--- config.mk ---
export PLATFORM = sky130hd
export DESIGN_NAME = sff_ctrl
export DESIGN_NICKNAME = d
export VERILOG_FILES = /design/src/rtl/sff_pkg.sv /design/src/rtl/sff_ctrl.sv
export SDC_FILE = /design/constraint.sdc
export NUM_CORES = 1
export LEC_CHECK = 0
export ABC_AREA = 1
export BUFFER_PORTS_ARGS = -buffer_cell sky130_fd_sc_hd__buf_2
export CAP_MARGIN = 20
export CORE_ASPECT_RATIO = 1.4
export CORE_MARGIN = 2
export CORE_UTILIZATION = 30
export DETAILED_ROUTE_END_ITERATION = 8
export HOLD_SLACK_MARGIN = 0.06
export PLACE_DENSITY = 0.52
export SLEW_MARGIN = 20
export SYNTH_ARGS = -nofsm -noshare
export SYNTH_HDL_FRONTEND = slang
export SYNTH_SLANG_ARGS = --single-unit
--- constraint.sdc ---
create_clock -name clk -period 4.2 [get_ports clk]
set_input_delay 0.84 -clock clk [delete_from_list [all_inputs] [get_ports clk]]
set_output_delay 0.84 -clock clk [all_outputs]
set_load 0.005 [all_outputs]
--- src/rtl/sff_pkg.sv ---
package sff_pkg;

	typedef struct packed {
		logic signed [31:0] steering_cmd;
		logic signed [31:0] steering_meas;
		logic signed [31:0] wheel_fl;
		logic signed [31:0] wheel_fr;
		logic signed [31:0] wheel_rl;
		logic signed [31:0] wheel_rr;
		logic signed [31:0] long_accel;
		logic signed [31:0] yaw_rate;
		logic signed [31:0] frame_latency;
	} in_t;

	typedef struct packed {
		logic signed [31:0] center_torque;
		logic signed [31:0] left_cue;
		logic signed [31:0] right_cue;
		logic signed [31:0] mean_speed;
	} out_t;

	typedef struct packed {
		logic [30:0] latency_limit;
		logic [30:0] slew_speed;
		logic [31:0] center_gain;
		logic [31:0] damp_gain;
		logic [31:0] speed_weight;
		logic [31:0] accel_weight;
		logic [31:0] yaw_weight;
		logic [30:0] torque_limit;
	} cfg_t;

	typedef enum logic [2:0] {
		REG_LATENCY_LIMIT = 3'd0,
		REG_SLEW_SPEED    = 3'd1,
		REG_CENTER_GAIN   = 3'd2,
		REG_DAMP_GAIN     = 3'd3,
		REG_SPEED_WEIGHT  = 3'd4,
		REG_ACCEL_WEIGHT  = 3'd5,
		REG_YAW_WEIGHT    = 3'd6,
		REG_TORQUE_LIMIT  = 3'd7
	} reg_idx_t;

	typedef enum logic [1:0] {
		ST_IDLE,
		ST_FRONT,
		ST_FILT,
		ST_EMIT
	} state_t;

	typedef enum logic [3:0] {
		OP_NONE,
		OP_LOAD,
		OP_MUL,
		OP_MARGIN,
		OP_ERR,
		OP_DAMP,
		OP_MQ_WB,
		OP_SLEW,
		OP_DIFF_ACC,
		OP_FIX50,
		OP_SUM,
		OP_FIX18,
		OP_DIFF_YAW,
		OP_CUE_OUT,
		OP_EMIT
	} op_t;

	typedef enum logic [2:0] {
		MS_MARGIN,
		MS_DAMP,
		MS_HI,
		MS_LO,
		MS_DIV50,
		MS_DIV18
	} msel_t;

	typedef enum logic [1:0] {
		SRC_X,
		SRC_ACC,
		SRC_SPD,
		SRC_YAW
	} src_t;

	typedef enum logic [2:0] {
		G_CENTER,
		G_DAMP,
		G_SPEED,
		G_ACCEL,
		G_YAW,
		G_TENTH,
		G_HUND
	} gsel_t;

	typedef enum logic [3:0] {
		DST_TORQUE,
		DST_X,
		DST_DAMP,
		DST_ACC,
		DST_SPD,
		DST_YAW,
		DST_CUE_SET,
		DST_CUE_SUB,
		DST_CUE_YAW
	} dst_t;

	typedef struct packed {
		op_t   op;
		msel_t msel;
		src_t  src;
		gsel_t gsel;
		dst_t  dst;
		logic  side;
	} cmd_t;

	localparam logic [3:0] FRONT_LAST = 4'd14;
	localparam logic [4:0] FILT_LAST  = 5'd26;

	localparam int K_NOTCH_STEP = 13107;
	localparam int K_DAMP_CLAMP = 6554;
	localparam logic [31:0] K_TENTH_Q24     = 32'd1677722;
	localparam logic [31:0] K_HUNDREDTH_Q24 = 32'd167772;
	// floor(2^37/50) and floor(2^36/18), quotient off by at most one
	localparam logic [31:0] K_RECIP50 = 32'd2748779069;
	localparam logic [31:0] K_RECIP18 = 32'd3817748707;

	function automatic logic signed [31:0] sat32(input logic signed [58:0] v);
		logic signed [31:0] res;
		if (v > 59'sd2147483647)
			res = 32'sh7FFFFFFF;
		else if (v < -59'sd2147483648)
			res = 32'sh80000000;
		else
			res = v[31:0];
		return res;
	endfunction

	function automatic cmd_t make_cmd(input op_t op, input msel_t ms, input src_t src,
		input gsel_t g, input dst_t d, input logic side);
		cmd_t c;
		c.op   = op;
		c.msel = ms;
		c.src  = src;
		c.gsel = g;
		c.dst  = d;
		c.side = side;
		return c;
	endfunction

	function automatic cmd_t front_cmd(input logic [3:0] step);
		cmd_t c;
		c = make_cmd(OP_NONE, MS_HI, SRC_X, G_TENTH, DST_X, 1'b0);
		unique case (step)
			4'd0:  c.op = OP_LOAD;
			4'd1:  c = make_cmd(OP_MUL, MS_MARGIN, SRC_X, G_CENTER, DST_X, 1'b0);
			4'd2:  c.op = OP_MARGIN;
			4'd3:  c.op = OP_ERR;
			4'd4:  c = make_cmd(OP_MUL, MS_HI, SRC_X, G_CENTER, DST_X, 1'b0);
			4'd5:  c = make_cmd(OP_MUL, MS_LO, SRC_X, G_CENTER, DST_X, 1'b0);
			4'd6:  c = make_cmd(OP_MQ_WB, MS_HI, SRC_X, G_CENTER, DST_TORQUE, 1'b0);
			4'd7:  c = make_cmd(OP_MUL, MS_DAMP, SRC_X, G_HUND, DST_X, 1'b0);
			4'd8:  c.op = OP_DAMP;
			4'd9:  c = make_cmd(OP_MUL, MS_HI, SRC_X, G_HUND, DST_X, 1'b0);
			4'd10: c = make_cmd(OP_MUL, MS_LO, SRC_X, G_HUND, DST_X, 1'b0);
			4'd11: c = make_cmd(OP_MQ_WB, MS_HI, SRC_X, G_HUND, DST_X, 1'b0);
			4'd12: c = make_cmd(OP_MUL, MS_HI, SRC_X, G_DAMP, DST_X, 1'b0);
			4'd13: c = make_cmd(OP_MUL, MS_LO, SRC_X, G_DAMP, DST_X, 1'b0);
			4'd14: c = make_cmd(OP_MQ_WB, MS_HI, SRC_X, G_DAMP, DST_DAMP, 1'b0);
			default: c.op = OP_NONE;
		endcase
		return c;
	endfunction

	function automatic cmd_t filt_cmd(input logic [4:0] step, input logic side);
		cmd_t c;
		c = make_cmd(OP_NONE, MS_HI, SRC_X, G_TENTH, DST_X, side);
		unique case (step)
			5'd0:  c.op = OP_SLEW;
			5'd1:  c.op = OP_DIFF_ACC;
			5'd2:  c = make_cmd(OP_MUL, MS_HI, SRC_X, G_TENTH, DST_X, side);
			5'd3:  c = make_cmd(OP_MUL, MS_LO, SRC_X, G_TENTH, DST_X, side);
			5'd4:  c = make_cmd(OP_MQ_WB, MS_HI, SRC_X, G_TENTH, DST_ACC, side);
			5'd5:  c = make_cmd(OP_MUL, MS_DIV50, SRC_X, G_TENTH, DST_X, side);
			5'd6:  c.op = OP_FIX50;
			5'd7:  c.op = OP_SUM;
			5'd8:  c = make_cmd(OP_MUL, MS_DIV18, SRC_X, G_TENTH, DST_X, side);
			5'd9:  c.op = OP_FIX18;
			5'd10: c = make_cmd(OP_MUL, MS_HI, SRC_X, G_HUND, DST_X, side);
			5'd11: c = make_cmd(OP_MUL, MS_LO, SRC_X, G_HUND, DST_X, side);
			5'd12: c = make_cmd(OP_MQ_WB, MS_HI, SRC_X, G_HUND, DST_SPD, side);
			5'd13: c.op = OP_DIFF_YAW;
			5'd14: c = make_cmd(OP_MUL, MS_HI, SRC_X, G_TENTH, DST_X, side);
			5'd15: c = make_cmd(OP_MUL, MS_LO, SRC_X, G_TENTH, DST_X, side);
			5'd16: c = make_cmd(OP_MQ_WB, MS_HI, SRC_X, G_TENTH, DST_YAW, side);
			5'd17: c = make_cmd(OP_MUL, MS_HI, SRC_SPD, G_SPEED, DST_X, side);
			5'd18: c = make_cmd(OP_MUL, MS_LO, SRC_SPD, G_SPEED, DST_X, side);
			5'd19: c = make_cmd(OP_MQ_WB, MS_HI, SRC_SPD, G_SPEED, DST_CUE_SET, side);
			5'd20: c = make_cmd(OP_MUL, MS_HI, SRC_ACC, G_ACCEL, DST_X, side);
			5'd21: c = make_cmd(OP_MUL, MS_LO, SRC_ACC, G_ACCEL, DST_X, side);
			5'd22: c = make_cmd(OP_MQ_WB, MS_HI, SRC_ACC, G_ACCEL, DST_CUE_SUB, side);
			5'd23: c = make_cmd(OP_MUL, MS_HI, SRC_YAW, G_YAW, DST_X, side);
			5'd24: c = make_cmd(OP_MUL, MS_LO, SRC_YAW, G_YAW, DST_X, side);
			5'd25: c = make_cmd(OP_MQ_WB, MS_HI, SRC_YAW, G_YAW, DST_CUE_YAW, side);
			5'd26: c.op = OP_CUE_OUT;
			default: c.op = OP_NONE;
		endcase
		return c;
	endfunction

endpackage

--- src/rtl/sff_ctrl.sv ---
module sff_ctrl (
	input  logic          clk,
	input  logic          arst_n,
	input  logic          in_valid,
	output logic          in_stall,
	output logic          out_valid,
	input  logic          out_stall,
	output sff_pkg::cmd_t cmd
);

	sff_pkg::state_t state_q, state_d;
	logic [3:0]      front_q, front_d;
	logic [4:0]      filt_q, filt_d;
	logic            side_q, side_d;
	logic            out_valid_q;
	logic            emit;
	logic            out_busy;

	assign out_busy  = out_valid_q && out_stall;
	assign out_valid = out_valid_q;

	always_comb begin
		state_d = state_q;
		front_d = front_q;
		filt_d  = filt_q;
		side_d  = side_q;
		unique case (state_q)
			sff_pkg::ST_IDLE: begin
				if (in_valid) begin
					state_d = sff_pkg::ST_FRONT;
					front_d = 4'd1;
				end
			end
			sff_pkg::ST_FRONT: begin
				if (front_q == sff_pkg::FRONT_LAST) begin
					state_d = sff_pkg::ST_FILT;
					filt_d  = '0;
					side_d  = 1'b0;
				end else begin
					front_d = front_q + 4'd1;
				end
			end
			sff_pkg::ST_FILT: begin
				if (filt_q == sff_pkg::FILT_LAST) begin
					filt_d = '0;
					if (side_q)
						state_d = sff_pkg::ST_EMIT;
					else
						side_d = 1'b1;
				end else begin
					filt_d = filt_q + 5'd1;
				end
			end
			sff_pkg::ST_EMIT: begin
				if (!out_busy)
					state_d = sff_pkg::ST_IDLE;
			end
			default: state_d = sff_pkg::ST_IDLE;
		endcase
	end

	always_comb begin
		cmd = sff_pkg::make_cmd(sff_pkg::OP_NONE, sff_pkg::MS_HI, sff_pkg::SRC_X,
			sff_pkg::G_TENTH, sff_pkg::DST_X, 1'b0);
		in_stall = 1'b1;
		emit     = 1'b0;
		unique case (state_q)
			sff_pkg::ST_IDLE: begin
				in_stall = 1'b0;
				if (in_valid)
					cmd = sff_pkg::front_cmd(4'd0);
			end
			sff_pkg::ST_FRONT: cmd = sff_pkg::front_cmd(front_q);
			sff_pkg::ST_FILT:  cmd = sff_pkg::filt_cmd(filt_q, side_q);
			sff_pkg::ST_EMIT: begin
				if (!out_busy) begin
					emit   = 1'b1;
					cmd.op = sff_pkg::OP_EMIT;
				end
			end
			default: ;
		endcase
	end

	always_ff @(posedge clk or negedge arst_n) begin
		if (!arst_n) begin
			state_q     <= sff_pkg::ST_IDLE;
			front_q     <= '0;
			filt_q      <= '0;
			side_q      <= 1'b0;
			out_valid_q <= 1'b0;
		end else begin
			state_q <= state_d;
			front_q <= front_d;
			filt_q  <= filt_d;
			side_q  <= side_d;
			if (emit)
				out_valid_q <= 1'b1;
			else if (!out_stall)
				out_valid_q <= 1'b0;
		end
	end

endmodule

== After elaboration in Yosys (flattened, before gate mapping) ==
Cells that the tools add are included.

* Add/sub/neg operators: 2
* Equal/unequal tests: 50
* Multiplexer cells: 28
* Reduce and logical (&&, ||, !) cells: 16

{| class="wikitable"
|+ Operators by type and width
! kind !! number
|-
| $pmux W13 S17 || 1
|-
| $pmux W12 S10 || 1
|-
| $eq A5 B5 Y1 const B || 11
|-
| $eq A5 B4 Y1 const B || 8
|-
| $pmux W13 S3 || 1
|-
| $pmux W4 S9 || 1
|-
| $eq A4 B4 Y1 const B || 7
|-
| $eq A5 B3 Y1 const B || 4
|-
| $pmux W3 S6 || 1
|-
| $eq A4 B3 Y1 const B || 4
|-
| $pmux W4 S4 || 1
|-
| $mux W14 || 1
|-
| $reduce_or A14 Y1 || 1
|-
| $mux W4 || 3
|-
| $ne A2 B2 Y1 const B || 6
|-
| $eq A5 B2 Y1 const B || 2
|-
| $mux W2 || 5
|-
| $mux W5 || 2
|-
| $pmux W5 S2 || 1
|-
| $eq A4 B2 Y1 const B || 2
|-
| $pmux W2 S4 || 1
|-
| $pmux W4 S2 || 1
|-
| $reduce_or A8 Y1 || 1
|-
| $mux W1 || 7
|-
| 19 further kinds || 23
|}

* Bits in registers: 13
* Input bits: 4
* Output and inout port bits: 19
* Logic and storage cells: 101

== Logic depth before layout (Yosys ltp) ==
Gate-level depths: netlist of run 1.

* Word-level depth: 4
* Gate-level depth with buffers: 14
* Gate-level depth less buffers: 13

== Worst setup path before layout of run 1 ==
No wires, ideal clock.

* Path kind: reg2out
* Start: register filt_q[0]
* End: output cmd[7] (netlist name)
* Arrival time: 1.654 ns
* Required time: 3.360 ns
* Slack: 1.706 ns
* Stages on the path, launching flop included: 15
* Path buffers: 1
* Cells stage by stage: dfrtp_1 -> ha_1 -> clkbuf_2 -> inv_1 -> nor2_1 -> ha_1 -> inv_1 -> nand2_1 -> nor2_1 -> nand2_1 -> nor2_1 -> nand3_1 -> nand2_1 -> nand2_1 -> nand2_1

{| class="wikitable"
|+ RTL lines
! element !! RTL line !! text
|-
| start, declared || sff_ctrl.sv:13 || <nowiki>logic [4:0] filt_q, filt_d;</nowiki>
|-
| start signal, assigned || sff_ctrl.sv:95 || <nowiki>filt_q <= filt_d;</nowiki>
|-
| end, declared || sff_ctrl.sv:8 || <nowiki>output sff_pkg::cmd_t cmd</nowiki>
|}

==> impl_metrics.json, run 1 <==
{
  "status": "finished, final reports clean",
  "cts_tree": "yes",
  "crit_type": "register to output pin",
  "drc_errors": 0,
  "ys_seq_area_frac": 0.186,
  "yosys_register_bits": 13,
  "grt_max_degree": 16,
  "cp_cell_sequence": "ha_1 > inv_1 > nor2_1 > ha_1 > inv_1 > nand2_1 > nor2_1 > nand3_1 > nor3_1 > nand2_1 > nand2_1 > nand2_1 > buf_2",
  "cts-htree-levels": 1,
  "synth.distinct_cells": 30,
  "worstPathArrival_ns": 2.23,
  "max-clock-path-buffers": 2,
  "grt_pass1_vias": 1925,
  "crit_top_cell": "nand2_1",
  "gp_congestion": 1.00,
  "ff2ff_setup_slack_ns": 2.20,
  "root_buffer": "clkbuf_8",
  "drt_iter0_markers": 104,
  "dp.cells": 390,
  "design.die.area_sq_mm": 0.00647,
  "grt_use_total": 0.178,
  "power_density_mw_per_mm2": 626,
  "first_pass_iters": 6,
  "crit_required_ns": 3.36,
  "layout_min_cycle_time_ns": 3.07,
  "via_count": 2027,
  "io_buffers": 22,
  "routed_wl_mm": 5.22,
  "io_pins": 23,
  "yosys-top-cells-count": "nand2_1, nor2_1, inv_1",
  "ys.flop_type": "dfrtp_1",
  "grt_pass1_wl_mm": 8.87,
  "regArea_sq_um": 325,
  "regToRegStartpoint": "state_q[1]",
  "leakagePower_nw": 1.11,
  "cts_made_buffers": 3,
  "setup_viol": 0,
  "synth.net_count": 323,
  "clk-insertion-delay-late_ns": 0.25,
  "hold_class": "input port to async pin",
  "syn_to_final_growth_pct": 12.0,
  "drtAntennaViolNets": 0,
  "fillers": 638,
  "worstReg2RegEnd": "filt_q[3]",
  "layout.cells.non_filler": 394,
  "nets": 345,
  "drive_above_1_share": 0.113,
  "hold_violations": 0,
  "viasPerCell": 5.14,
  "worst_slew_pin_slew_ns": 0.515,
  "synth-edff-count": 0,
  "die_height_um": 94.4,
  "synth_warnings": 0,
  "cp_max_fo": 8,
  "clk_pin_slew_ns": 0.06,
  "synth.most_common_cell": "nand2_1",
  "finalPower_mw": 1.23,
  "drv_cap": 0,
  "synth_area_leader_cell": "dfrtp_1",
  "grt-ovfl-total": 0,
  "synth_area_leaders": "dfrtp_1, nand2_1, ha_1",
  "synth_top_area_frac": 0.186,
  "synth_cells": 305,
  "die_w_um": 68.6,
  "max-vdd-ir-drop_v": 0.000373,
  "avgSynthCellArea_sq_um": 5.74,
  "reg2reg_depth": 9,
  "antenna_found_initial": 0,
  "coreArea_sq_mm": 0.00557,
  "start_util": 0.315,
  "cts_sinks": 13,
  "synthesis.area_sq_mm": 0.00175,
  "finClkSkew_ns": 0.00361,
  "rsz0062_at_grt": "false",
  "postCtsHoldBufs": 0,
  "post-cts-setup-buffers": 0,
  "cp-end-kind": "output pin",
  "slew_headroom": 0.656,
  "multi_input_area_sq_mm": 0.00121,
  "wl_per_cell_um": 13.2,
  "max_freq_mhz": 326,
  "post_cts_resized": 0,
  "fin_crit_sh": 0.730,
  "cp_slowest_cell": "dfrtp_1",
  "critPathLaunchType": "register",
  "rows": 32,
  "async_flop_share": 1.00,
  "tns_ns": 0,
  "num_antenna_cells": 0,
  "dp_hpwl_mm": 4.31,
  "report.final.slew_viol_count": 0,
  "cpPeakStageDelay_ns": 0.41
}
## how the worst max path moves through the flow
stage	endpoint	cells after the start	slack, ns	start
2_1_floorplan	cmd[7]	14	1.71	filt_q[0]
3_3_place_gp	cmd[7]	13	1.34	filt_q[1]
3_5_place_dp	cmd[7]	13	1.39	filt_q[1]
4_1_cts	cmd[7]	13	1.12	filt_q[1]
5_1_grt	cmd[7]	13	0.92	filt_q[1]
6_report	cmd[7]	13	1.13	filt_q[1]
## per-stage QoR
step | utilization | setup slack (ns) | area (sq um) | hold WS, ns
final | 0.353 | 1.13 | 1960 | 0.481
after global routing | 0.353 | 0.920 | 1960 | 0.490
after CTS | 0.353 | 1.12 | 1960 | 0.486
after detailed placement | 0.344 | 1.39 | 1920 | 0.508
after global placement | 0.344 | 1.34 | 1920 | 0.499
after floorplan | - | 1.71 | 1750 | 0.475
## report_power, final
group          internal (mW)  switching (mW)
sequential             0.171          0.0567
clock                 0.0671          0.0470
combinational          0.311           0.576
## flip-flops by register name (all words and copies together), names as in the netlist
name / flops
filt_q: 5
front_q: 4
out_valid: 1
side_q: 1
state_q: 2
## layer usage
metal | global-route usage | vias to the layer above | wire [um]
li1 | - | 1035 | -
met1 | 0.194 | 918 | 2060
met2 | 0.326 | 55 | 2760
met3 | 0.0262 | 19 | 162
met4 | 0.0783 | 0 | 233
met5 | 0 | - | 0
## critical path: cells and delay by family, from the launching register on
kind | cells | cell delay, ns
and+or+nand+nor | 8 | 0.74
adders and majority gates | 2 | 0.49
DFF | 1 | 0.41
buffers and inverters | 3 | 0.34
## layout make-up
type,count,area share
Multi-Input combinational cell,239,0.618
Sequential cell,13,0.166
Inverter,47,0.0899
Timing Repair Buffer,23,0.0599
Tap cell,68,0.0434
Clock buffer,4,0.0230
## placed cells by master, fill, tap and decap left out, drive strengths merged
cell type,Yosys,layout
xor2,2,2
dfrtp,13,13
a21oi,16,16
o31ai,1,1
inv,47,47
nand3,29,29
ha,14,14
clkbuf,2,4
nand4,10,10
o2111ai,1,1
nand2,83,83
a31oi,1,1
o22ai,1,1
o21ai,22,22
and3,1,1
o211ai,3,3
a22oi,1,1
o221ai,1,1
nor3,4,4
nor2,48,48
buf,4,23
a211oi,1,1
## kinds of logic after synthesis
logic type / share of synthesized area
fa+ha+maj: 0.100
flops: 0.186
compound gates: 0.156
xor+xnor: 0.0100
simple gates: 0.426
buf+inv: 0.122
Power figures use the tool's default switching activity.
==> run 2: changes to the inputs <==
Settings changed: PLACE_DENSITY 0.52 to 0.54.
Clock period 4.2 ns to 2.6 ns, I/O delays scaled along.
==> impl_metrics.json, run 2 (synthesized netlist as in run 1, its figures left out) <==
{
  "cp_max_fo": 3,
  "postCtsHoldBufs": 0,
  "drt_iter0_markers": 87,
  "hold_violations": 0,
  "num_antenna_cells": 0,
  "finalPower_mw": 2.13,
  "drv_cap": 0,
  "max_freq_mhz": 401,
  "gp_congestion": 0.981,
  "worstPathArrival_ns": 1.97,
  "crit_required_ns": 2.08,
  "via_count": 2069,
  "slew_headroom": 0.800,
  "dp_hpwl_mm": 4.35,
  "grt-ovfl-total": 0,
  "worst_slew_pin_slew_ns": 0.300,
  "switching_share": 0.545,
  "critPathLaunchType": "register",
  "fin_util": 0.376,
  "clk-insertion-delay-late_ns": 0.24,
  "setup_viol": 0,
  "report.final.slew_viol_count": 0,
  "hold_ws_ns": 0.153,
  "die_height_um": 94.4,
  "start_util": 0.315,
  "hold_class": "input port to async pin",
  "die_w_um": 68.6,
  "largest_reg_flops": 5,
  "viasPerCell": 5.15,
  "drive_above_1_share": 0.192,
  "drc_errors": 0,
  "syn_to_final_growth_pct": 19.4,
  "antenna_found_initial": 0,
  "cts-htree-levels": 1,
  "io_pins": 23,
  "coreArea_sq_mm": 0.00557,
  "max-vdd-ir-drop_v": 0.000589,
  "layout_min_cycle_time_ns": 2.49,
  "status": "finished, final reports clean",
  "p_int_mw": 0.970,
  "final_common_cell": "nand2_1",
  "power_frac_comb": 0.737,
  "io_buffers": 22,
  "grt_max_degree": 16,
  "cp-end-kind": "output pin",
  "largest-register": "filt_q",
  "p_sw_mw": 1.16,
  "drtAntennaViolNets": 0,
  "leakagePower_nw": 1.15,
  "grt_pass1_vias": 1966,
  "pwr-share-seq": 0.175,
  "design.die.area_sq_mm": 0.00647,
  "power_density_mw_per_mm2": 1020,
  "root_buffer": "clkbuf_8",
  "final_cell_mix": "nand2_1, nor2_1, inv_1",
  "cts_tree": "yes",
  "finClkSkew_ns": 0.000977,
  "p_clk_frac": 0.087,
  "crit_type": "register to output pin",
  "fin_crit_sh": 0.958,
  "nets": 353,
  "cts_made_buffers": 3,
  "rsz0062_at_grt": "true",
  "first_pass_iters": 4,
  "wl_per_cell_um": 13.4,
  "clk_pin_slew_ns": 0.06,
  "reg2reg_depth": 9,
  "grt_pass1_wl_mm": 8.83,
  "rows": 32,
  "cts_sinks": 13,
  "max-clock-path-buffers": 2,
  "routed_wl_mm": 5.40,
  "grt_use_total": 0.177,
  "top_regs": "filt_q (5), front_q (4), state_q (2)"
}
run 2: changes by cell type in the layout (fill, tap and decap cells not counted), sizes merged:
| cell | previous run | this run |
|---|---|---|
| buf | 23 | 31 |
| clkbuf | 4 | 3 |
| clkinv | 0 | 1 |
run 2: routing by layer:
layer,part of all wire,track usage
met1,0.38,0.195
met4,0.038,0.0900
met5,0,0
met2,0.54,0.323
met3,0.040,0.0179
run 2: what timing repair did:
item                                    in CTS  in global routing
resized for setup                            4                 22
pin swaps                                    1                  4
endpoints found under the setup margin       6                 12
buffers inserted                             1                  3
run 2: worst paths after layout:
kind | startpoint | to | slack, ns
worst max-delay path | filt_q[1] | cmd[1] | 0.11
worst min-delay path | arst_n | state_q[0] | 0.15
worst max register to register | state_q[1] | filt_q[3] | 0.83
min in group clk | side_q | side_q | 0.52
worst min register to register | side_q | side_q | 0.52
max in group asynchronous | arst_n | filt_q[2] | 2.20
run 2: stage by stage:
stage	instance area [sq um]	worst slack [ns]	TNS, ns	std cells
after CTS	2020	0.0131	0	399
after detailed placement	1950	0.177	0	394
final	2090	0.109	0	402
after global placement	1950	0.125	0	394
after global routing	2090	-0.0361	-0.0708	402
after floorplan	1750	0.426	0	305
run 2: power by group through the flow:
stage                     combinational, mW  clock, mW  sequential, mW
after floorplan                        1.07          0           0.324
after global placement                 1.48          0           0.371
after detailed placement               1.46          0           0.372
after CTS                              1.49      0.188           0.367
after global routing                   1.79      0.199           0.385
final                                  1.57      0.186           0.373
run 2: critical path: stages, from the launching register on:
cell and delay [ns]:
dfrtp_1 0.41, ha_2 0.20, inv_2 0.07, nor2_1 0.05, ha_1 0.18, inv_1 0.08, nand2_2 0.10, nor2_2 0.11
nand4_1 0.10, nor2_1 0.14, nand2_1 0.07, nand2_1 0.05, nand2_1 0.05, buf_2 0.12
run 2: final cells by class:
cell class                 count  area [sq um]
multi-input combinational    239          1280
sequential                    13           327
clock inverter                 1          5.00
clock buffer                   3          41.3
timing repair buffer          31           178
tap                           68          85.1
fill                         597          3470
inverter                      47           176
