### src/rtl/sff_pkg.sv
package sff_pkg;

	typedef struct packed {
		logic signed [31:0] steering_cmd;
		logic signed [31:0] steering_meas;
		logic signed [31:0] wheel_fl;
		logic signed [31:0] wheel_fr;
		logic signed [31:0] wheel_rl;
		logic signed [31:0] wheel_rr;
		logic signed [31:0] long_accel;
		logic signed [31:0] yaw_rate;
		logic signed [31:0] frame_latency;
	} in_t;

	typedef struct packed {
		logic signed [31:0] center_torque;
		logic signed [31:0] left_cue;
		logic signed [31:0] right_cue;
		logic signed [31:0] mean_speed;
	} out_t;

	typedef struct packed {
		logic [30:0] latency_limit;
		logic [30:0] slew_speed;
		logic [31:0] center_gain;
		logic [31:0] damp_gain;
		logic [31:0] speed_weight;
		logic [31:0] accel_weight;
		logic [31:0] yaw_weight;
		logic [30:0] torque_limit;
	} cfg_t;

	typedef enum logic [2:0] {
		REG_LATENCY_LIMIT = 3'd0,
		REG_SLEW_SPEED    = 3'd1,
		REG_CENTER_GAIN   = 3'd2,
		REG_DAMP_GAIN     = 3'd3,
		REG_SPEED_WEIGHT  = 3'd4,
		REG_ACCEL_WEIGHT  = 3'd5,
		REG_YAW_WEIGHT    = 3'd6,
		REG_TORQUE_LIMIT  = 3'd7
	} reg_idx_t;

	typedef enum logic [1:0] {
		ST_IDLE,
		ST_FRONT,
		ST_FILT,
		ST_EMIT
	} state_t;

	typedef enum logic [3:0] {
		OP_NONE,
		OP_LOAD,
		OP_MUL,
		OP_MARGIN,
		OP_ERR,
		OP_DAMP,
		OP_MQ_WB,
		OP_SLEW,
		OP_DIFF_ACC,
		OP_FIX50,
		OP_SUM,
		OP_FIX18,
		OP_DIFF_YAW,
		OP_CUE_OUT,
		OP_EMIT
	} op_t;

	typedef enum logic [2:0] {
		MS_MARGIN,
		MS_DAMP,
		MS_HI,
		MS_LO,
		MS_DIV50,
		MS_DIV18
	} msel_t;

	typedef enum logic [1:0] {
		SRC_X,
		SRC_ACC,
		SRC_SPD,
		SRC_YAW
	} src_t;

	typedef enum logic [2:0] {
		G_CENTER,
		G_DAMP,
		G_SPEED,
		G_ACCEL,
		G_YAW,
		G_TENTH,
		G_HUND
	} gsel_t;

	typedef enum logic [3:0] {
		DST_TORQUE,
		DST_X,
		DST_DAMP,
		DST_ACC,
		DST_SPD,
		DST_YAW,
		DST_CUE_SET,
		DST_CUE_SUB,
		DST_CUE_YAW
	} dst_t;

	typedef struct packed {
		op_t   op;
		msel_t msel;
		src_t  src;
		gsel_t gsel;
		dst_t  dst;
		logic  side;
	} cmd_t;

	localparam logic [3:0] FRONT_LAST = 4'd14;
	localparam logic [4:0] FILT_LAST  = 5'd26;

	localparam int K_NOTCH_STEP = 13107;
	localparam int K_DAMP_CLAMP = 6554;
	localparam logic [31:0] K_TENTH_Q24     = 32'd1677722;
	localparam logic [31:0] K_HUNDREDTH_Q24 = 32'd167772;
	// floor(2^37/50) and floor(2^36/18), quotient off by at most one
	localparam logic [31:0] K_RECIP50 = 32'd2748779069;
	localparam logic [31:0] K_RECIP18 = 32'd3817748707;

	function automatic logic signed [31:0] sat32(input logic signed [58:0] v);
		logic signed [31:0] res;
		if (v > 59'sd2147483647)
			res = 32'sh7FFFFFFF;
		else if (v < -59'sd2147483648)
			res = 32'sh80000000;
		else
			res = v[31:0];
		return res;
	endfunction

	function automatic cmd_t make_cmd(input op_t op, input msel_t ms, input src_t src,
		input gsel_t g, input dst_t d, input logic side);
		cmd_t c;
		c.op   = op;
		c.msel = ms;
		c.src  = src;
		c.gsel = g;
		c.dst  = d;
		c.side = side;
		return c;
	endfunction

	function automatic cmd_t front_cmd(input logic [3:0] step);
		cmd_t c;
		c = make_cmd(OP_NONE, MS_HI, SRC_X, G_TENTH, DST_X, 1'b0);
		unique case (step)
			4'd0:  c.op = OP_LOAD;
			4'd1:  c = make_cmd(OP_MUL, MS_MARGIN, SRC_X, G_CENTER, DST_X, 1'b0);
			4'd2:  c.op = OP_MARGIN;
			4'd3:  c.op = OP_ERR;
			4'd4:  c = make_cmd(OP_MUL, MS_HI, SRC_X, G_CENTER, DST_X, 1'b0);
			4'd5:  c = make_cmd(OP_MUL, MS_LO, SRC_X, G_CENTER, DST_X, 1'b0);
			4'd6:  c = make_cmd(OP_MQ_WB, MS_HI, SRC_X, G_CENTER, DST_TORQUE, 1'b0);
			4'd7:  c = make_cmd(OP_MUL, MS_DAMP, SRC_X, G_HUND, DST_X, 1'b0);
			4'd8:  c.op = OP_DAMP;
			4'd9:  c = make_cmd(OP_MUL, MS_HI, SRC_X, G_HUND, DST_X, 1'b0);
			4'd10: c = make_cmd(OP_MUL, MS_LO, SRC_X, G_HUND, DST_X, 1'b0);
			4'd11: c = make_cmd(OP_MQ_WB, MS_HI, SRC_X, G_HUND, DST_X, 1'b0);
			4'd12: c = make_cmd(OP_MUL, MS_HI, SRC_X, G_DAMP, DST_X, 1'b0);
			4'd13: c = make_cmd(OP_MUL, MS_LO, SRC_X, G_DAMP, DST_X, 1'b0);
			4'd14: c = make_cmd(OP_MQ_WB, MS_HI, SRC_X, G_DAMP, DST_DAMP, 1'b0);
			default: c.op = OP_NONE;
		endcase
		return c;
	endfunction

	function automatic cmd_t filt_cmd(input logic [4:0] step, input logic side);
		cmd_t c;
		c = make_cmd(OP_NONE, MS_HI, SRC_X, G_TENTH, DST_X, side);
		unique case (step)
			5'd0:  c.op = OP_SLEW;
			5'd1:  c.op = OP_DIFF_ACC;
			5'd2:  c = make_cmd(OP_MUL, MS_HI, SRC_X, G_TENTH, DST_X, side);
			5'd3:  c = make_cmd(OP_MUL, MS_LO, SRC_X, G_TENTH, DST_X, side);
			5'd4:  c = make_cmd(OP_MQ_WB, MS_HI, SRC_X, G_TENTH, DST_ACC, side);
			5'd5:  c = make_cmd(OP_MUL, MS_DIV50, SRC_X, G_TENTH, DST_X, side);
			5'd6:  c.op = OP_FIX50;
			5'd7:  c.op = OP_SUM;
			5'd8:  c = make_cmd(OP_MUL, MS_DIV18, SRC_X, G_TENTH, DST_X, side);
			5'd9:  c.op = OP_FIX18;
			5'd10: c = make_cmd(OP_MUL, MS_HI, SRC_X, G_HUND, DST_X, side);
			5'd11: c = make_cmd(OP_MUL, MS_LO, SRC_X, G_HUND, DST_X, side);
			5'd12: c = make_cmd(OP_MQ_WB, MS_HI, SRC_X, G_HUND, DST_SPD, side);
			5'd13: c.op = OP_DIFF_YAW;
			5'd14: c = make_cmd(OP_MUL, MS_HI, SRC_X, G_TENTH, DST_X, side);
			5'd15: c = make_cmd(OP_MUL, MS_LO, SRC_X, G_TENTH, DST_X, side);
			5'd16: c = make_cmd(OP_MQ_WB, MS_HI, SRC_X, G_TENTH, DST_YAW, side);
			5'd17: c = make_cmd(OP_MUL, MS_HI, SRC_SPD, G_SPEED, DST_X, side);
			5'd18: c = make_cmd(OP_MUL, MS_LO, SRC_SPD, G_SPEED, DST_X, side);
			5'd19: c = make_cmd(OP_MQ_WB, MS_HI, SRC_SPD, G_SPEED, DST_CUE_SET, side);
			5'd20: c = make_cmd(OP_MUL, MS_HI, SRC_ACC, G_ACCEL, DST_X, side);
			5'd21: c = make_cmd(OP_MUL, MS_LO, SRC_ACC, G_ACCEL, DST_X, side);
			5'd22: c = make_cmd(OP_MQ_WB, MS_HI, SRC_ACC, G_ACCEL, DST_CUE_SUB, side);
			5'd23: c = make_cmd(OP_MUL, MS_HI, SRC_YAW, G_YAW, DST_X, side);
			5'd24: c = make_cmd(OP_MUL, MS_LO, SRC_YAW, G_YAW, DST_X, side);
			5'd25: c = make_cmd(OP_MQ_WB, MS_HI, SRC_YAW, G_YAW, DST_CUE_YAW, side);
			5'd26: c.op = OP_CUE_OUT;
			default: c.op = OP_NONE;
		endcase
		return c;
	endfunction

endpackage

### src/rtl/sff_regs.sv
module sff_regs (
	input  logic             clk,
	input  logic             arst_n,
	input  logic             psel,
	input  logic             penable,
	input  logic             pwrite,
	input  logic [4:0]       paddr,
	input  logic [31:0]      pwdata,
	output logic [31:0]      prdata,
	output logic             pready,
	output sff_pkg::cfg_t    cfg
);

	sff_pkg::cfg_t    cfg_q;
	sff_pkg::reg_idx_t idx;
	logic             wr;

	assign idx    = sff_pkg::reg_idx_t'(paddr[4:2]);
	assign wr     = psel && penable && pwrite;
	assign pready = 1'b1;
	assign cfg    = cfg_q;

	always_ff @(posedge clk or negedge arst_n) begin
		if (!arst_n) begin
			cfg_q.latency_limit <= 31'd65536;
			cfg_q.slew_speed    <= 31'd65536;
			cfg_q.center_gain   <= 32'd41943;
			cfg_q.damp_gain     <= 32'd41943;
			cfg_q.speed_weight  <= 32'd168;
			cfg_q.accel_weight  <= 32'd168;
			cfg_q.yaw_weight    <= 32'd168;
			cfg_q.torque_limit  <= 31'd6553600;
		end else if (wr) begin
			unique case (idx)
				sff_pkg::REG_LATENCY_LIMIT: cfg_q.latency_limit <= pwdata[30:0];
				sff_pkg::REG_SLEW_SPEED:    cfg_q.slew_speed    <= pwdata[30:0];
				sff_pkg::REG_CENTER_GAIN:   cfg_q.center_gain   <= pwdata;
				sff_pkg::REG_DAMP_GAIN:     cfg_q.damp_gain     <= pwdata;
				sff_pkg::REG_SPEED_WEIGHT:  cfg_q.speed_weight  <= pwdata;
				sff_pkg::REG_ACCEL_WEIGHT:  cfg_q.accel_weight  <= pwdata;
				sff_pkg::REG_YAW_WEIGHT:    cfg_q.yaw_weight    <= pwdata;
				sff_pkg::REG_TORQUE_LIMIT:  cfg_q.torque_limit  <= pwdata[30:0];
				default: ;
			endcase
		end
	end

	always_comb begin
		unique case (idx)
			sff_pkg::REG_LATENCY_LIMIT: prdata = {1'b0, cfg_q.latency_limit};
			sff_pkg::REG_SLEW_SPEED:    prdata = {1'b0, cfg_q.slew_speed};
			sff_pkg::REG_CENTER_GAIN:   prdata = cfg_q.center_gain;
			sff_pkg::REG_DAMP_GAIN:     prdata = cfg_q.damp_gain;
			sff_pkg::REG_SPEED_WEIGHT:  prdata = cfg_q.speed_weight;
			sff_pkg::REG_ACCEL_WEIGHT:  prdata = cfg_q.accel_weight;
			sff_pkg::REG_YAW_WEIGHT:    prdata = cfg_q.yaw_weight;
			sff_pkg::REG_TORQUE_LIMIT:  prdata = {1'b0, cfg_q.torque_limit};
			default:                    prdata = '0;
		endcase
	end

endmodule

### config.mk
export PLATFORM = sky130hd
export DESIGN_NAME = sff_regs
export DESIGN_NICKNAME = d
export VERILOG_FILES = /design/src/rtl/sff_pkg.sv /design/src/rtl/sff_regs.sv
export SDC_FILE = /design/constraint.sdc
export NUM_CORES = 1
export LEC_CHECK = 0
export ABC_AREA = 0
export BUFFER_PORTS_ARGS = -buffer_cell sky130_fd_sc_hd__buf_2
export CORE_MARGIN = 2
export CORE_UTILIZATION = 40
export CTS_CLUSTER_DIAMETER = 60
export DETAILED_ROUTE_END_ITERATION = 10
export GPL_TIMING_DRIVEN = 0
export SETUP_SLACK_MARGIN = 0.5
export SLEW_MARGIN = 20
export SYNTH_ARGS = -nofsm -noshare
export SYNTH_HDL_FRONTEND = slang
export SYNTH_SLANG_ARGS = --single-unit
### constraint.sdc
create_clock -name clk -period 2.1 [get_ports clk]
set_input_delay 0.42 -clock clk [delete_from_list [all_inputs] [get_ports clk]]
set_output_delay 0.42 -clock clk [all_outputs]
set_load 0.05 [all_outputs]
==> After elaboration in Yosys (flattened, before gate mapping) <==
Cells that the tools add are included.
{ "op_classes": {"muxes": 1, "reduce_logical": 11, "eq_ne": 7} }
{ "ops": {"columns": ["operator", "count"], "rows": [
  ["one-hot mux 32 bit (8 select lines)", 1],
  ["AND reduction 2 bit", 8],
  ["== test 3 bit (second input constant)", 4],
  ["== test 3 x 2 -> 1 bit (second input constant)", 2],
  ["== test 3 x 1 -> 1 bit (second input constant)", 1],
  ["logical NOT 3 bit", 1],
  ["logical AND 1 bit", 2]
]} }
{ "totals": {"regBits": 253, "in_bits": 42, "output_inout_bits": 286, "word_cells": 27} }

==> Logic depth before layout (Yosys ltp) <==
Gate-level depths: netlist of run 1.
{ "depth": {"ltp_word": 3, "mapped_depth": 7, "ltp_nobuf": 4} }

==> Least setup slack after synthesis of run 1 <==
No wires, ideal clock.
{ "synth_timing": {"path_kind": "input port to output port", "start": "in paddr[4]", "end": "out prdata[0]", "stages": 5, "n_path_buf": 2, "required_time_ns": 1.680, "setup_slack_ns": -0.399, "arrival_time_ns": 2.079, "cell_sequence": "buf_4 -> nor2_1 -> buf_2 -> a22oi_1 -> a31oi_1"} }
{ "synth_via": {"elab_chain_cells": 2, "word_cells_on_any_way": 9, "cone_classes": "7 x eq/ne; 1 x mux; 1 x reduce/logical"} }
{ "synth_lines": {"columns": ["element", "line_no", "rtl"], "rows": [
  ["from (decl)", "sff_regs.sv:7", "input logic [4:0] paddr,"],
  ["== test 3 bit, or another cell as far along", "sff_regs.sv:49", "unique case (idx)"],
  ["one-hot mux 32 bit (8 select lines) *", "sff_regs.sv:49", null],
  ["to (decl)", "sff_regs.sv:9", "output logic [31:0] prdata,"]
]} }
Mark *: on every way between the ends. The rest lies on a longest branch, timed or not.

==> Final worst setup path of run 1 <==
{ "layout_timing": {"start": "reg cfg_q (netlist bit cfg[133])", "end": "out prdata[6]"} }
{ "layout_via": {"elab_chain_cells": 1} }
{ "layout_lines": {"columns": ["element", "line_no", "rtl"], "rows": [
  ["from (decl)", "sff_regs.sv:14", "sff_pkg::cfg_t cfg_q;"],
  ["one-hot mux 32 bit (8 select lines)", "sff_regs.sv:49", null]
]} }
No other way between the ends.

==> flow_summary.yaml, run 1 <==
grt:
  grt_max_degree: 95
  antenna_found_initial: 0
  grt_overflow: 0
  grt_pass1_vias: 9711
  grt_usage_pct: 28.3
  grt_pass1_wl_mm: 64.5
outcome:
  violations: "setup timing"
  status: "complete, but fails checks"
synthesis:
  synth_compound_area_share_pct: 7.53
  synth-xor-area-share_pct: 0
  ys_types: 37
  syn_area_per_cell_sq_um: 12.9
  async_flop_share_pct: 100
  ys_seq_area_share_pct: 54.2
  syn-num-nets: 955
  synth.area.mux_share_pct: 26.8
  synth_fa_ha_area_share_pct: 0
  ys_ff_latch: 253
  synth_edf_count: 0
  ys_warn_count: 0
  syn_inst: 913
  netlist_area_sq_um: 11800
  synth-simple-area-share_pct: 7.79
  synth_top_family_by_area: "multiplexers"
  yosys_most_used_dff: "dfrtp_1"
route:
  drc_errors: 0
  ant_nets: 0
  drt_wl_total_mm: 44.2
  drt_iter0_markers: 535
  vias: 9480
  drt-pass1-iter-count: 5
  wl_per_cell_microns: 25.3
  vias_per_cell: 5.42
power:
  total_power_w: 0.0213
  combPwrFrac_pct: 43.3
  p_leak_nw: 8.57
  clkPwrFrac_pct: 24.5
  switchingPower_w: 0.00864
  power.internal_w: 0.0127
  power.density_nw_per_um2: 1140
  vdd_drop_max_v: 0.000757
  switching_share_pct: 40.5
  p_seq_share_pct: 32.2
die:
  rows: 62
  core_sq_um: 28800
  die_h_microns: 175
  ios: 328
  die_area_sq_um: 30800
  start_util_pct: 40.8
  fp.dieW_microns: 175
setup_path:
  critPathArrivalTime_ps: 1750
  start_kind: "flop"
  endpoint_kind: "output port"
  worstSetupPathType: "flop to output port"
  required_ps: 1680
  path_max_fanout: 2
placement:
  port_buffers: 323
  placed_cells: 1623
  gp_congestion: 0.782
  dp_slack_ps: -544
  hpwl_mm: 29.0
cells_and_area:
  final_cell_mix: "214 x dfrtp_1, 158 x buf_6, 158 x mux2_2, 153 x buf_4, 61 x mux2_1"
  final_cell_count_no_fill: 1750
  register_area_sq_um: 6380
  n_fill_cell: 2202
  multi_input_area_sq_um: 5840
  layout-drive-gt1-share_pct: 62.9
  fin_nets: 1385
  antennaDiodeCount: 0
  layout_commonest_cell: "dfrtp_1"
  largest_reg_flops: 253
  area_growth_pct: 59.9
timing:
  fin_worst_skew_ps: 0
  finalCritPeriodShare_pct: 103
  max_freq_mhz: 460
  hold_viol: 0
  rsz0062_at_grt: "yes"
  hold_ws_ps: 167
  relSlewSlack_pct: 64.6
  period_minus_slack_ps: 2170
  worstMarginPinSlew_ps: 530
  setup_ws_ps: -73.0
  slew_viol_final: 0
  setup-violations-final: 17
clocking:
  cts_tree: "done"
  path_clk_slew_ps: 60
  cts-root-buf: "clkbuf_16"
  clock_latency_ps: 550
  cts.path.max_buffers: 3
  cts_buffers: 29
  cts_sinks: 253
  cts_max_level: 1
worst_hold_path:
  hold_path.class: "input port to flop"
job:
  cap_violations: 0
[worst max-delay path, cell delays in order, from the launching register on]
cell	delay (ps)
dfstp_2	540
mux2i_1	70
o21ai_1	120
nand2_1	110
a31oi_4	180
buf_6	180
[power groups by stage]
stage | clock (W) | sequential (W) | combinational (W)
6_report | 0.00522 | 0.00687 | 0.00925
5_1_grt | 0.00552 | 0.00700 | 0.00956
4_1_cts | 0.00531 | 0.00680 | 0.00887
3_5_place_dp | 0 | 0.00676 | 0.00734
3_3_place_gp | 0 | 0.00672 | 0.00727
2_1_floorplan | 0 | 0.0100 | 0.00211
[stage by stage]
step / TNS [ps] / area, sq um / util (%)
2_1_floorplan: 0 / 12600 / -
3_3_place_gp: -1001170 / 14700 / 50.9
3_5_place_dp: -12890 / 14800 / 51.3
4_1_cts: -896 / 18200 / 63.3
5_1_grt: -2190 / 18800 / 65.3
6_report: -769 / 18800 / 65.3
[cells in the mapped netlist, types with 25 or more instances]
| library cell | n | area [sq um] |
|---|---|---|
| dfrtp_1 | 219 | 5480 |
| mux2_2 | 187 | 2110 |
| mux2_1 | 62 | 698 |
| nand2b_1 | 53 | 332 |
| nor2_1 | 38 | 143 |
| dfstp_2 | 34 | 893 |
| mux2i_1 | 34 | 340 |
| nand2_1 | 34 | 128 |
| o21ai_0 | 29 | 145 |
| buf_4 | 28 | 210 |
| a31oi_1 | 25 | 156 |
[worst paths after layout]
path / startpoint / endpoint / slack (ps) / cells past startpoint
hold / removal: pwdata[31] / cfg[62] / 170 / 2
setup reg to reg: cfg[138] / cfg[138] / 1070 / 3
max in group asynchronous: arst_n / cfg[102] / 710 / 4
min in group asynchronous: arst_n / cfg[143] / 370 / 2
setup / recovery: cfg[133] / prdata[6] / -70 / 5
hold reg to reg: cfg[174] / cfg[174] / 510 / 2
[kinds of logic (layout without fill, tap and decap cells)]
logic type / count (synthesis) / after routing
muxes: 283 / 283
DFF: 253 / 253
and+or+nand+nor: 169 / 169
AOI/OAI and AO/OA: 135 / 135
buffers and inverters: 72 / 525
other: 1 / 1
[routing by layer]
layer | up-vias | wire (microns) | GRT usage (%)
met2 | 326 | 20900 | 45.8
met3 | 71 | 2870 | 5.50
met4 | 0 | 1270 | 7.95
met1 | 4921 | 19200 | 38.8
li1 | 4162 | - | -
met5 | - | 0 | 0
[timing repair]
| item | 4_1_cts | 5_1_grt |
|---|---|---|
| gates resized for setup | 596 | 113 |
| buffers inserted | 46 | 19 |
| pin swaps | 57 | 34 |
| gates cloned | 6 | 1 |
| endpoints found under the setup margin | 283 | 155 |
| hold endpoints to repair | 43 | 0 |
| hold buffers | 1 | 0 |
[cell type report]
class	count	share of cell area [%]
Multi-Input combinational cell	588	31.1
Clock buffer	42	4.49
Buffer	66	4.42
Timing Repair Buffer	399	22.6
Clock inverter	12	0.779
Sequential cell	253	33.9
Tap cell	384	2.56
Inverter	6	0.120
(Power assumes the default switching activity.)
==> run 2: changes to the inputs <==
--- a/config.mk
+++ b/config.mk
@@ -6,11 +6,11 @@
 export NUM_CORES = 1
 export LEC_CHECK = 0
 export ABC_AREA = 0
-export BUFFER_PORTS_ARGS = -buffer_cell sky130_fd_sc_hd__buf_2
 export CORE_MARGIN = 2
 export CORE_UTILIZATION = 40
 export CTS_CLUSTER_DIAMETER = 60
 export DETAILED_ROUTE_END_ITERATION = 10
+export DONT_BUFFER_PORTS = 1
 export GPL_TIMING_DRIVEN = 0
 export SETUP_SLACK_MARGIN = 0.5
 export SLEW_MARGIN = 20
==> constraint.sdc (replaced) <==
create_clock -name clk -period 2.05 [get_ports clk]
set_input_delay 0.41 -clock clk [delete_from_list [all_inputs] [get_ports clk]]
set_output_delay 0.41 -clock clk [all_outputs]
set_load 0.05 [all_outputs]
==> flow_summary.yaml, run 2 (synthesis results as in run 1) <==
die:
  die_h_microns: 175
  start_util_pct: 40.8
  rows: 62
  core_sq_um: 28800
  ios: 328
  fp.dieW_microns: 175
  die_area_sq_um: 30800
setup_path:
  critPathArrivalTime_ps: 2060
  cp_top_family: "compound AO/OA/AOI/OAI gates"
  start_kind: "flop"
  required_ps: 1640
  worstSetupPathType: "flop to output port"
  slowest_stage: "dfstp_2"
  endpoint_kind: "output port"
  path_buf_inv: 1
  path_max_fanout: 2
  critical-path-max-stage-delay_ps: 710
  critical_path.cell_chain: "inv_2, a221oi_2, a21oi_2, a21oi_4"
timing:
  setup_ws_ps: -419
  rsz0062_at_grt: "yes"
  hold_viol: 245
  relSlewSlack_pct: 48.0
  setup-violations-final: 32
  fin_worst_skew_ps: 0
  max_freq_mhz: 405
  period_minus_slack_ps: 2470
  hold_ws_ps: -462
  worstMarginPinSlew_ps: 780
  finalCritPeriodShare_pct: 120
  slew_viol_final: 0
cells_and_area:
  area_growth_pct: 27.7
  layout_commonest_cell: "dfrtp_2"
  final_cell_mix: "217 x dfrtp_2, 130 x mux2_2, 61 x mux2_1, 58 x mux2_4, 52 x nand2b_1"
  fin_nets: 1019
  layout-drive-gt1-share_pct: 63.0
  final_core_util_pct: 52.1
  largest_reg_flops: 253
clocking:
  cts.path.max_buffers: 3
  path_clk_slew_ps: 60
  cts_buffers: 30
  cts_sinks: 253
  clock_latency_ps: 550
  cts_hold_buf: 32
  cts_max_level: 1
  cts_tree: "done"
  cts-root-buf: "clkbuf_16"
  cts_setup_buffers: 0
route:
  vias_per_cell: 5.86
  drt_iter0_markers: 488
  drt-pass1-iter-count: 5
  ant_nets: 0
  drt_wl_total_mm: 41.7
  vias: 8132
  drc_errors: 0
  wl_per_cell_microns: 30.1
power:
  vdd_drop_max_v: 0.000800
  total_power_w: 0.0192
  power.density_nw_per_um2: 1280
  p_leak_nw: 6.03
placement:
  port_buffers: 0
  hpwl_mm: 27.7
  dp_slack_ps: -393
  gp_congestion: 0.802
grt:
  grt_overflow: 0
  grt_usage_pct: 26.9
  grt_pass1_vias: 8520
  antenna_found_initial: 2
  grt_pass1_wl_mm: 60.8
  grt_max_degree: 254
outcome:
  status: "complete, but fails checks"
  violations: "hold timing, setup timing"
job:
  cap_violations: 0
worst_hold_path:
  hold_path.class: "input port to asynchronous set/reset pin"
## run 2: cell types whose count changed in the layout (fill, tap and decap cells not counted), sizes merged
| cell | delta |
|---|---|
| clkinv | -3 |
| diode | +2 |
| dlygate4sd3 | +31 |
| bufinv | +1 |
| buf | -394 |
| inv | +1 |
| bufbuf | -1 |
| clkbuf | +3 |
| clkinvlp | -3 |
## run 2: timing repair
item,4_1_cts,5_1_grt
endpoints found under the setup margin,285,104
gates resized for setup,256,15
endpoints found under the hold margin,503,253
pin swaps,35,10
## run 2: area by class of cell
type	count	area (sq um)
clock inverters	8	159
flip-flops and latches	253	6710
multi-input cells	588	5810
diodes	2	5.00
inverters	6	22.5
well taps	384	480
repair buffers	32	320
plain buffers	66	628
clock buffers	48	878
fillers	2466	13800
## run 2: routing by layer
layer | GRT usage [%] | routed length, microns | up-vias
li1 | - | - | 3441
met1 | 33.0 | 16600 | 4290
met2 | 44.9 | 20200 | 338
met3 | 9.76 | 3910 | 63
met4 | 7.09 | 1020 | 0
met5 | 0 | 0 | -
## run 2: stage by stage
stage          instance area [sq um]  instances  TNS [ps]
3_3_place_gp                   13200       1297     -8320
4_1_cts                        14900       1385    -10110
3_5_place_dp                   13200       1297     -8720
5_1_grt                        15000       1387    -11590
6_report                       15000       1387     -9370
2_1_floorplan                  12700        913         0
## run 2: where the power goes
group / total, W / switching [W] / leakage (nW) / internal (W)
registers: 0.0110 / 0.00468 / 2.87 / 0.00627
clock network: 0.00560 / 0.00217 / 0.503 / 0.00343
logic: 0.00269 / 0.00135 / 2.65 / 0.00134
## run 2: worst paths after layout
| path | startpoint | to | slack, ps | cells past startpoint |
|---|---|---|---|---|
| max in group asynchronous | arst_n | cfg[191] | 1950 | 0 |
| worst min-delay path | arst_n | cfg[240] | -460 | 0 |
| worst max-delay path | cfg[174] | prdata[15] | -420 | 4 |
| worst min register to register | cfg[174] | cfg[174] | 650 | 2 |
| min in group clk | pwdata[7] | cfg[166] | 20 | 1 |
| worst max register to register | cfg[174] | cfg[174] | 1030 | 2 |
==> run 3: changes to the inputs <==
==> constraint.sdc (replaced) <==
create_clock -name clk -period 2.4 [get_ports clk]
set_input_delay 0.48 -clock clk [delete_from_list [all_inputs] [get_ports clk]]
set_output_delay 0.48 -clock clk [all_outputs]
set_load 0.05 [all_outputs]
==> flow_summary.yaml, run 3 (synthesis results as in run 1) <==
die:
  fp.dieW_microns: 175
  core_sq_um: 28800
  ios: 328
  die_h_microns: 175
  rows: 62
  die_area_sq_um: 30800
  start_util_pct: 40.8
timing:
  fin_worst_skew_ps: 0
  setup_ws_ps: -149
  period_minus_slack_ps: 2550
  max_freq_mhz: 392
  hold_ws_ps: -379
  hold_viol: 230
  tns_ps: -1400
  relSlewSlack_pct: 42.8
  setup-violations-final: 17
  finalCritPeriodShare_pct: 106
  slew_viol_final: 0
  rsz0062_at_grt: "yes"
  worstMarginPinSlew_ps: 858
power:
  total_power_w: 0.0159
  p_leak_nw: 5.87
  vdd_drop_max_v: 0.000654
  power.density_nw_per_um2: 1120
route:
  drc_errors: 0
  drt_iter0_markers: 504
  wl_per_cell_microns: 30.2
  vias: 7891
  drt_wl_total_mm: 41.0
  ant_nets: 0
  drt-pass1-iter-count: 5
  vias_per_cell: 5.82
grt:
  grt_pass1_vias: 8118
  grt_pass1_wl_mm: 58.6
  antenna_found_initial: 0
  grt_overflow: 0
  use_met3_pct: 8.70
  grtUsageMet1_pct: 33.7
  top_usage_layer: "met2"
  grt_max_degree: 254
  grt_usage_pct: 26.0
  met2_usage_pct: 41.4
cells_and_area:
  antennaDiodeCount: 0
  fin_nets: 991
  layout_commonest_cell: "mux2_2"
  final_cell_count_no_fill: 1357
  layout-drive-gt1-share_pct: 55.3
  multi_input_area_sq_um: 5570
  final_core_util_pct: 49.5
  register_area_sq_um: 6560
  final_cell_mix: "186 x mux2_2, 124 x dfrtp_2, 95 x dfrtp_1, 62 x mux2_1, 53 x nand2b_1"
  n_fill_cell: 2533
  area_growth_pct: 21.3
  largest_reg_flops: 253
outcome:
  status: "complete, but fails checks"
  violations: "hold timing, setup timing"
job:
  cap_violations: 0
setup_path:
  critical_path.cell_chain: "mux2i_1, o21ai_1, nand2_1, a31oi_4"
  path_buf_inv: 0
  slowest_stage: "dfstp_4"
  worstSetupPathType: "flop to output port"
  endpoint_kind: "output port"
  cp_top_family: "flip-flops"
  required_ps: 1920
  critical-path-max-stage-delay_ps: 720
  critPathArrivalTime_ps: 2070
  path_max_fanout: 3
  start_kind: "flop"
placement:
  hpwl_mm: 27.4
  gp_congestion: 0.780
  placed_cells: 1297
  port_buffers: 0
clocking:
  cts_tree: "done"
  cts-root-buf: "clkbuf_16"
  path_clk_slew_ps: 60
  clock_latency_ps: 560
  cts_max_level: 1
  cts_buffers: 31
  cts.path.max_buffers: 3
  cts_sinks: 253
worst_hold_path:
  hold_path.class: "input port to asynchronous set/reset pin"
==> run 3: metrics by stage <==
stage | cell area, sq um | hold WS [ps] | setup WS [ps]
final | 14300 | -379 | -149
after global placement | 12900 | 191 | -208
after floorplan | 12500 | 184 | 321
after global routing | 14300 | -400 | -222
after detailed placement | 12900 | 190 | -236
after CTS | 14200 | -405 | -200
==> run 3: final timing paths <==
path	startpoint	endpoint	slack (ps)	cells after the start
worst max-delay path	cfg[127]	prdata[0]	-150	4
worst min-delay path	arst_n	cfg[212]	-380	0
worst max register to register	cfg[174]	cfg[174]	1250	3
worst min register to register	cfg[212]	cfg[212]	730	1
max in group asynchronous	arst_n	cfg[162]	2240	0
min in group clk	pwdata[15]	cfg[174]	40	2
==> run 3: layout make-up <==
class	count	area share, %
multi-input cells	588	39.1
well taps	384	3.37
clock inverters	7	0.544
plain buffers	66	4.13
repair buffers	3	0.158
inverters	6	0.158
clock buffers	50	6.50
flip-flops and latches	253	46.0
==> run 3: repair_timing <==
item                                    in CTS  in global routing
setup buffers                                3                  0
endpoints found under the hold margin      253                253
endpoints found under the setup margin      32                 32
cloned                                       0                  0
gates resized for setup                    142                 23
pin swaps                                   36                 19
==> run 3: power breakdown <==
group | leakage (nW) | switching [W] | total [W] | internal, W
Sequential | 2.99 | 0.00399 | 0.00926 | 0.00527
Combinational | 2.39 | 0.00109 | 0.00210 | 0.00101
Clock | 0.488 | 0.00184 | 0.00458 | 0.00274
==> run 3: per-layer routing <==
layer | up-vias | part of all wire (%)
li1 | 3376 | -
met1 | 4122 | 42
met2 | 320 | 46
met3 | 73 | 9.2
met4 | 0 | 3.1
met5 | - | 0
